## src/rtl/clc_pkg.sv

```systemverilog
// Shared constants and types for the circular linked list cursor.
package clc_pkg;

  localparam int unsigned CAPACITY = 64;
  localparam int unsigned IDX_W    = $clog2(CAPACITY);
  localparam int unsigned CNT_W    = $clog2(CAPACITY + 1);
  localparam int unsigned DATA_W   = 32;

  typedef logic [IDX_W-1:0] idx_t;
  typedef logic [CNT_W-1:0] cnt_t;

  typedef enum logic [2:0] {
    KIND_NEXT   = 3'd0,
    KIND_PREV   = 3'd1,
    KIND_INS_AF = 3'd2,
    KIND_INS_BF = 3'd3,
    KIND_REMOVE = 3'd4,
    KIND_READ   = 3'd5
  } kind_e;

  typedef enum logic [1:0] {
    ST_OK    = 2'd0,
    ST_EMPTY = 2'd1,
    ST_FULL  = 2'd2
  } status_e;

  typedef enum logic [2:0] {
    S_IDLE,
    S_LOAD,
    S_STEP_BACK,
    S_INS_POP,
    S_INS_LINK,
    S_RM_READ
  } state_e;

endpackage

```

## src/rtl/circular_linked_list_cursor.sv

```systemverilog
// Circular doubly linked list with cursor, node pool held in link memories.
//
//  channel   ports                                   beat taken when
//  -------   -------------------------------------   -------------------------
//  command   start_i, busy_o, kind_i, value_i        start_i & ~busy_o at clk
//  result    done_o, status_o, data_o, is_empty_o    done_o high, one cycle
//
// Read, next, prev or remove on an empty list, and insert after on a full pool,
// give their result one cycle after the command and never raise busy.
// Next/prev read one node (S_LOAD); insert after pops a node (S_INS_POP), then
// links it on a non-empty list (S_INS_LINK); insert before first steps back on
// a non-empty list (S_STEP_BACK, ending there on a full pool); remove of a node
// other than the last writes the relink, then reads a node (S_RM_READ, S_LOAD).
// These steps follow from the single read and write port of each link memory.
// Reset empties the list and marks the whole free stack as holding i at i.
// Results cannot be stalled; a new command may be taken in the result cycle.
module circular_linked_list_cursor
  import clc_pkg::*;
(
  input  logic                     clk_i,
  input  logic                     rst_ni,
  input  logic                     start_i,
  output logic                     busy_o,
  input  logic [2:0]               kind_i,
  input  logic signed [DATA_W-1:0] value_i,
  output logic                     done_o,
  output logic [1:0]               status_o,
  output logic signed [DATA_W-1:0] data_o,
  output logic                     is_empty_o
);

  // node memories and free stack
  logic [DATA_W-1:0] node_value [CAPACITY];
  idx_t              next_link  [CAPACITY];
  idx_t              prev_link  [CAPACITY];
  idx_t              free_stack [CAPACITY];
  logic [CAPACITY-1:0] fs_valid_q;

  state_e state_q, state_d;

  idx_t              cursor_q, cursor_d;
  logic              nonempty_q, nonempty_d;
  cnt_t              free_cnt_q, free_cnt_d;
  logic [DATA_W-1:0] cur_val_q, cur_val_d;
  idx_t              cur_next_q, cur_next_d;
  idx_t              cur_prev_q, cur_prev_d;
  kind_e             op_q, op_d;
  logic [DATA_W-1:0] ins_val_q, ins_val_d;
  idx_t              new_idx_q, new_idx_d;

  // read ports
  idx_t              node_raddr;
  logic [DATA_W-1:0] nv_rd_q;
  idx_t              nx_rd_q, pv_rd_q;
  idx_t              fs_raddr;
  idx_t              fs_rd_q, fs_ridx_q;
  logic              fs_rvalid_q;

  // write ports
  logic              nv_we, nx_we, pv_we, fs_we;
  idx_t              nv_waddr, nx_waddr, pv_waddr, fs_waddr;
  logic [DATA_W-1:0] nv_wdata;
  idx_t              nx_wdata, pv_wdata, fs_wdata;

  // result registers
  logic                     done_q, done_d;
  logic [1:0]               status_q, status_d;
  logic [DATA_W-1:0]        data_q, data_d;
  logic                     empty_q;

  logic  accept;
  kind_e kind;
  idx_t  popped;
  cnt_t  free_dec;

  assign accept   = start_i && (state_q == S_IDLE);
  assign busy_o   = (state_q != S_IDLE);
  assign free_dec = free_cnt_q - cnt_t'(1);
  assign popped   = fs_rvalid_q ? fs_rd_q : fs_ridx_q;

  always_comb begin
    unique case (kind_i)
      KIND_NEXT:   kind = KIND_NEXT;
      KIND_PREV:   kind = KIND_PREV;
      KIND_INS_AF: kind = KIND_INS_AF;
      KIND_INS_BF: kind = KIND_INS_BF;
      KIND_REMOVE: kind = KIND_REMOVE;
      default:     kind = KIND_READ;
    endcase
  end

  // next state
  always_comb begin
    state_d = state_q;
    unique case (state_q)
      S_IDLE: begin
        if (start_i) begin
          unique case (kind)
            KIND_NEXT, KIND_PREV: begin
              if (nonempty_q) state_d = S_LOAD;
            end
            KIND_INS_AF: begin
              if (free_cnt_q != '0) state_d = S_INS_POP;
            end
            KIND_INS_BF: begin
              if (nonempty_q) state_d = S_STEP_BACK;
              else if (free_cnt_q != '0) state_d = S_INS_POP;
            end
            KIND_REMOVE: begin
              if (nonempty_q && (cur_next_q != cursor_q)) state_d = S_RM_READ;
            end
            default: state_d = S_IDLE;
          endcase
        end
      end
      S_STEP_BACK: state_d = (free_cnt_q != '0) ? S_INS_POP : S_IDLE;
      S_INS_POP:   state_d = nonempty_q ? S_INS_LINK : S_IDLE;
      S_INS_LINK:  state_d = S_IDLE;
      S_RM_READ:   state_d = S_LOAD;
      S_LOAD:      state_d = S_IDLE;
      default:     state_d = S_IDLE;
    endcase
  end

  // datapath and outputs
  always_comb begin
    cursor_d   = cursor_q;
    nonempty_d = nonempty_q;
    free_cnt_d = free_cnt_q;
    cur_val_d  = cur_val_q;
    cur_next_d = cur_next_q;
    cur_prev_d = cur_prev_q;
    op_d       = op_q;
    ins_val_d  = ins_val_q;
    new_idx_d  = new_idx_q;

    node_raddr = cursor_q;
    fs_raddr   = free_dec[IDX_W-1:0];

    nv_we = 1'b0; nv_waddr = new_idx_q; nv_wdata = ins_val_q;
    nx_we = 1'b0; nx_waddr = new_idx_q; nx_wdata = cur_next_q;
    pv_we = 1'b0; pv_waddr = new_idx_q; pv_wdata = cursor_q;
    fs_we = 1'b0; fs_waddr = free_cnt_q[IDX_W-1:0]; fs_wdata = cursor_q;

    done_d   = 1'b0;
    status_d = ST_OK;
    data_d   = '0;

    unique case (state_q)
      S_IDLE: begin
        if (accept) begin
          op_d      = kind;
          ins_val_d = value_i;
          unique case (kind)
            KIND_NEXT, KIND_PREV: begin
              if (nonempty_q) begin
                cursor_d   = (kind == KIND_NEXT) ? cur_next_q : cur_prev_q;
                node_raddr = cursor_d;
              end else begin
                done_d   = 1'b1;
                status_d = ST_EMPTY;
              end
            end
            KIND_INS_AF: begin
              if (free_cnt_q == '0) begin
                done_d   = 1'b1;
                status_d = ST_FULL;
              end
            end
            KIND_INS_BF: begin
              if (nonempty_q) begin
                cursor_d   = cur_prev_q;
                node_raddr = cur_prev_q;
              end else if (free_cnt_q == '0) begin
                done_d   = 1'b1;
                status_d = ST_FULL;
              end
            end
            KIND_REMOVE: begin
              if (nonempty_q) begin
                if (free_cnt_q < cnt_t'(CAPACITY)) begin
                  fs_we      = 1'b1;
                  free_cnt_d = free_cnt_q + cnt_t'(1);
                end
                if (cur_next_q == cursor_q) begin
                  nonempty_d = 1'b0;
                  cursor_d   = '0;
                  done_d     = 1'b1;
                  data_d     = cur_val_q;
                end else begin
                  // unlink; the new cursor node is read once the writes land
                  nx_we    = 1'b1;
                  nx_waddr = cur_prev_q;
                  nx_wdata = cur_next_q;
                  pv_we    = 1'b1;
                  pv_waddr = cur_next_q;
                  pv_wdata = cur_prev_q;
                  cursor_d = cur_next_q;
                  ins_val_d = cur_val_q;
                end
              end else begin
                done_d   = 1'b1;
                status_d = ST_EMPTY;
              end
            end
            default: begin
              done_d = 1'b1;
              if (nonempty_q) data_d = cur_val_q;
              else status_d = ST_EMPTY;
            end
          endcase
        end
      end
      S_STEP_BACK: begin
        cur_val_d  = nv_rd_q;
        cur_next_d = nx_rd_q;
        cur_prev_d = pv_rd_q;
        if (free_cnt_q == '0) begin
          done_d   = 1'b1;
          status_d = ST_FULL;
        end
      end
      S_INS_POP: begin
        free_cnt_d = free_dec;
        new_idx_d  = popped;
        nv_we      = 1'b1;
        nv_waddr   = popped;
        nx_we      = 1'b1;
        nx_waddr   = popped;
        pv_we      = 1'b1;
        pv_waddr   = popped;
        if (!nonempty_q) begin
          nx_wdata   = popped;
          pv_wdata   = popped;
          cursor_d   = popped;
          nonempty_d = 1'b1;
          cur_val_d  = ins_val_q;
          cur_next_d = popped;
          cur_prev_d = popped;
          done_d     = 1'b1;
          data_d     = ins_val_q;
        end
      end
      S_INS_LINK: begin
        nx_we      = 1'b1;
        nx_waddr   = cursor_q;
        nx_wdata   = new_idx_q;
        pv_we      = 1'b1;
        pv_waddr   = cur_next_q;
        pv_wdata   = new_idx_q;
        cur_next_d = new_idx_q;
        if (cur_next_q == cursor_q) cur_prev_d = new_idx_q;
        done_d     = 1'b1;
        data_d     = cur_val_q;
      end
      S_RM_READ: begin
        node_raddr = cursor_q;
      end
      S_LOAD: begin
        cur_val_d  = nv_rd_q;
        cur_next_d = nx_rd_q;
        cur_prev_d = pv_rd_q;
        done_d     = 1'b1;
        data_d     = (op_q == KIND_REMOVE) ? ins_val_q : nv_rd_q;
      end
      default: ;
    endcase
  end

  // control state
  always_ff @(posedge clk_i or negedge rst_ni) begin
    if (!rst_ni) begin
      state_q    <= S_IDLE;
      cursor_q   <= '0;
      nonempty_q <= 1'b0;
      free_cnt_q <= cnt_t'(CAPACITY);
      fs_valid_q <= '0;
      done_q     <= 1'b0;
    end else begin
      state_q    <= state_d;
      cursor_q   <= cursor_d;
      nonempty_q <= nonempty_d;
      free_cnt_q <= free_cnt_d;
      done_q     <= done_d;
      if (fs_we) fs_valid_q[fs_waddr] <= 1'b1;
    end
  end

  // payload
  always_ff @(posedge clk_i) begin
    cur_val_q  <= cur_val_d;
    cur_next_q <= cur_next_d;
    cur_prev_q <= cur_prev_d;
    op_q       <= op_d;
    ins_val_q  <= ins_val_d;
    new_idx_q  <= new_idx_d;
    status_q   <= status_d;
    data_q     <= data_d;
    empty_q    <= !nonempty_d;
  end

  // memories: one write and one registered read each
  always_ff @(posedge clk_i) begin
    if (nv_we) node_value[nv_waddr] <= nv_wdata;
    if (nx_we) next_link[nx_waddr]  <= nx_wdata;
    if (pv_we) prev_link[pv_waddr]  <= pv_wdata;
    if (fs_we) free_stack[fs_waddr] <= fs_wdata;
    nv_rd_q   <= node_value[node_raddr];
    nx_rd_q   <= next_link[node_raddr];
    pv_rd_q   <= prev_link[node_raddr];
    fs_rd_q   <= free_stack[fs_raddr];
    fs_ridx_q <= fs_raddr;
  end

  // an unwritten free stack entry holds its own index
  always_ff @(posedge clk_i or negedge rst_ni) begin
    if (!rst_ni) fs_rvalid_q <= 1'b0;
    else         fs_rvalid_q <= fs_valid_q[fs_raddr];
  end

  assign done_o     = done_q;
  assign status_o   = status_q;
  assign data_o     = data_q;
  assign is_empty_o = empty_q;

endmodule
```

## config.mk

```make
export PLATFORM = sky130hd
export DESIGN_NAME = circular_linked_list_cursor
export DESIGN_NICKNAME = d
export VERILOG_FILES = /design/src/rtl/clc_pkg.sv /design/src/rtl/circular_linked_list_cursor.sv
export SDC_FILE = /design/constraint.sdc
export NUM_CORES = 2
export LEC_CHECK = 0
export ABC_AREA = 1
export BUFFER_PORTS_ARGS = -buffer_cell sky130_fd_sc_hd__buf_2
export CAP_MARGIN = 20
export CORE_MARGIN = 4
export CORE_UTILIZATION = 45
export CTS_CLUSTER_DIAMETER = 200
export CTS_CLUSTER_SIZE = 10
export DETAILED_ROUTE_END_ITERATION = 16
export HOLD_SLACK_MARGIN = 0.03
export PLACE_DENSITY = 0.64
export SETUP_SLACK_MARGIN = 0.5
export SYNTH_ARGS = -nofsm -noshare
export SYNTH_HDL_FRONTEND = slang
export SYNTH_SLANG_ARGS = --single-unit
export TNS_END_PERCENT = 20
```

## constraint.sdc

```tcl
create_clock -name clk_i -period 8.4 [get_ports clk_i]
set_input_delay 0.42 -clock clk_i [delete_from_list [all_inputs] [get_ports clk_i]]
set_output_delay 0.42 -clock clk_i [all_outputs]
set_load 0.01 [all_outputs]
```

==> flow_summary.ini <==
[critical_path]
crit_path_start = state_q[0]$_DFFE_PN0P_
cp_slowest_stage_delay_ns = 0.98
worstPathCellList = nor2_2 > nand2_4 > nor2_8 > buf_4 > o21ai_2 > nand2_8 > buf_12 > buf_4 > nand3_1 > nand3_1 > nand3_1 > nand3_1 > nand3_1 > nand3_1 > nand2_1
critPathTopFamily = simple AND/OR/NAND/NOR gates
r2r_cells = 15
crit_path_end_kind = flip-flop
crit_arrival_ns = 6.93
ff2ff_setup_slack_ns = 2.24
crit_required_ns = 9.18
critical-path-slowest-cell = buf_4
crit_end = nv_rd_q[13]$_DFF_P_
path_class = flip-flop to flip-flop
path_depth = 15
r2r-start = state_q[0]$_DFFE_PN0P_
crit_path_start_kind = flip-flop
path_buf_inv = 3
r2r-end = nv_rd_q[13]$_DFF_P_
worstPathMaxFanout = 185
crit_top_cell = nand3_1

[sta]
finalSetupViolCount = 0
fin_setup_tns_ns = 0
fin_crit_sh = 0.733
worstMarginPinSlew_ns = 1.35
max_clock_freq_ghz = 0.162
period_needed_ns = 6.16
clock-skew-final_ns = 0.0426
slew_headroom = 0.102
drv_slew = 0
rsz0062_at_grt = no
hold_viol = 0

[logic_synthesis]
synth_area_um2 = 148000
synth_seq_area_share = 0.694
syn_inst = 13524
synth_ff_type = edfxtp_1
async_reset_ff_frac = 0.0240
yosys.area.top_type_share = 0.667
synth_edf_count = 3279
ys_ff_latch = 3459
synth_area_per_cell_um2 = 10.9
synth_area_leaders = edfxtp_1 (67%), nand3_1 (11%), nand2_1 (9.4%), inv_1 (2.3%), buf_2 (1.8%)
synth_top_area_cell = edfxtp_1
synth_nets = 13564
synth_cell_types = 54
synth_warnings = 0

[global_route]
overflow = 0
grt_pass1_vias = 95911
grt_antenna_before_repair = 16
grt.total_usage = 0.246
grt_max_degree = 220
grt_first_pass_wirelength_um = 632000

[placement]
gp_congestion = 0.896
port-buffer-count = 74
hpwl_um = 219000

[die]
rows = 210
die_x_um = 581
die_y_um = 581
die_area_um2 = 337000
coreArea_um2 = 327000
initial_utilization = 0.451
pin_count = 75

[power_and_ir_drop]
swShare = 0.410
power.density_nw_per_um2 = 368
power.total_mw = 59.9
comb_power_share = 0.380
clkPwrFrac = 0.252
p_sw_mw = 24.5
pwr-share-seq = 0.368
p_int_mw = 35.3
leakage_nw = 61.7
vdd_drop_max_uv = 488

[routing]
via_per_inst = 5.74
postRouteWirelength_um = 428000
drt_iter0_markers = 14091
ant_nets = 0
vias = 102684
dr.pass1.iters = 9
wl_per_cell_um = 24.0
post-route-drc-count = 0

[clocking]
cts_buffers = 383
cts.sinks = 3459
cts_buffer_depth = 4
cts_setup_buffers = 0
ctsHtreeMaxLevel = 5
clk_pin_slew_ns = 0.06
cts_resized = 0
clkLatencyLatePin_ns = 0.94
cts_root_buf = clkbuf_16
cts_tree = done

[cells_and_area]
area_delta_synth_final_pct = 10.4
final_cell_mix = nand2_1 (3,698), edfxtp_1 (3,279), nand3_1 (3,136)
mostFrequentLayoutCell = nand2_1
final_layout_size_suffix_gt1_frac = 0.0645
fin_nets = 13362
nFillCells = 28593

[run_status]
status = finished, final reports clean

[job]
maxCapViolations = 0

[worst_hold_path]
hold_path.class = primary input to async pin
-- synthesized netlist by cell type, drive strengths merged, types with 8 or more instances --
library cell,count
buf,648
o22ai,38
nand2,3708
a221o,12
o221ai,98
nor3,13
clkbuf,266
dfrtp,82
a21oi,59
nand4,9
nor2,535
or2,32
a22oi,8
o21ai,328
edfxtp,3279
o211ai,41
inv,909
nand3b,176
dfxtp,97
nand3,3147
-- stage by stage --
stage / cells / hold WS [ns] / cell area, µm² / setup WS [ns] / utilization
after CTS: 17876 / 0.241 / 163000 / 2.33 / 0.498
final: 17885 / 0.302 / 163000 / 2.24 / 0.498
after detailed placement: 17240 / 0.321 / 152000 / 2.41 / 0.464
after global routing: 17881 / 0.312 / 163000 / 2.06 / 0.498
after floorplan: 13524 / 0.124 / 148000 / 3.67 / -
after global placement: 17239 / 0.315 / 152000 / 2.41 / 0.464
-- state kept, by name (all words and copies together) (netlist names), 7 cells and up --
name        count
free_cnt_q      7
prev_link     384
free_stack    384
next_link     384
node_value   2048
data_o         32
ins_val_q      32
fs_valid_q     64
cur_val_q      32
nv_rd_q        32
-- power groups by stage --
stage	clock network (mW)	logic (mW)	registers (mW)
floorplan	0	13.9	22.5
global placement	0	22.1	22.4
detailed placement	0	22.2	22.4
CTS	15.3	22.3	22.0
global route	16.0	24.5	22.1
finish	15.1	22.7	22.1
-- cells by family (layout without fill, tap and decap cells) --
group | count (synthesis) | count (layout) | share of synthesized area
compound gates | 604 | 604 | 0.0253
xor+xnor | 8 | 8 | 0.000475
fa+ha+maj | 2 | 2 | 0.000170
buf+inv | 1827 | 1836 | 0.0526
flops | 3459 | 3459 | 0.694
mux | 2 | 2 | 0.000144
other cells | 0 | 6 | 0
simple gates | 7622 | 7622 | 0.227
-- how the worst min path moves through the flow --
stage / slack [ns] / depth (start not counted) / from / end
finish: 0.30 / 3 / rst_ni / fs_valid_q[49]$_DFFE_PN0P_
global route: 0.31 / 4 / value_i[1] / ins_val_q[1]$_DFFE_PP_
CTS: 0.24 / 4 / value_i[2] / ins_val_q[2]$_DFFE_PP_
detailed placement: 0.32 / 1 / rst_ni / done_o$_DFF_PN0_
global placement: 0.31 / 1 / rst_ni / done_o$_DFF_PN0_
floorplan: 0.12 / 0 / rst_ni / cursor_q[0]$_DFFE_PN0P_
-- routing by layer --
layer / routed length [µm] / track usage / vias up
met2: 192000 / 0.376 / 5369
met5: 44 / 0 / -
met1: 175000 / 0.354 / 50137
met3: 45300 / 0.0447 / 795
met4: 15500 / 0.0860 / 6
li1: - / - / 46377
-- area by class of cell --
cell class,count,area (µm²),share of cell area
antenna,6,15.0,0.0000922
clock buffer,580,10500,0.0647
clock inverter,16,264,0.00162
inverter,913,3450,0.0212
multi-input combinational,8238,38000,0.233
sequential,3459,102000,0.629
tap,4346,5440,0.0334
timing repair buffer,327,2700,0.0165
-- worst min-delay path, stage by stage --
cell and delay (ns):
dlygate4sd3_1 0.53, buf_4 0.13, buf_4 0.70
-- timing repair --
item / CTS / global route
hold buffers: 40 / 0
setup endpoints to repair: 0 / 0
endpoints found under the hold margin: 120 / 0
Note: power is estimated with default switching activity, not from simulation.
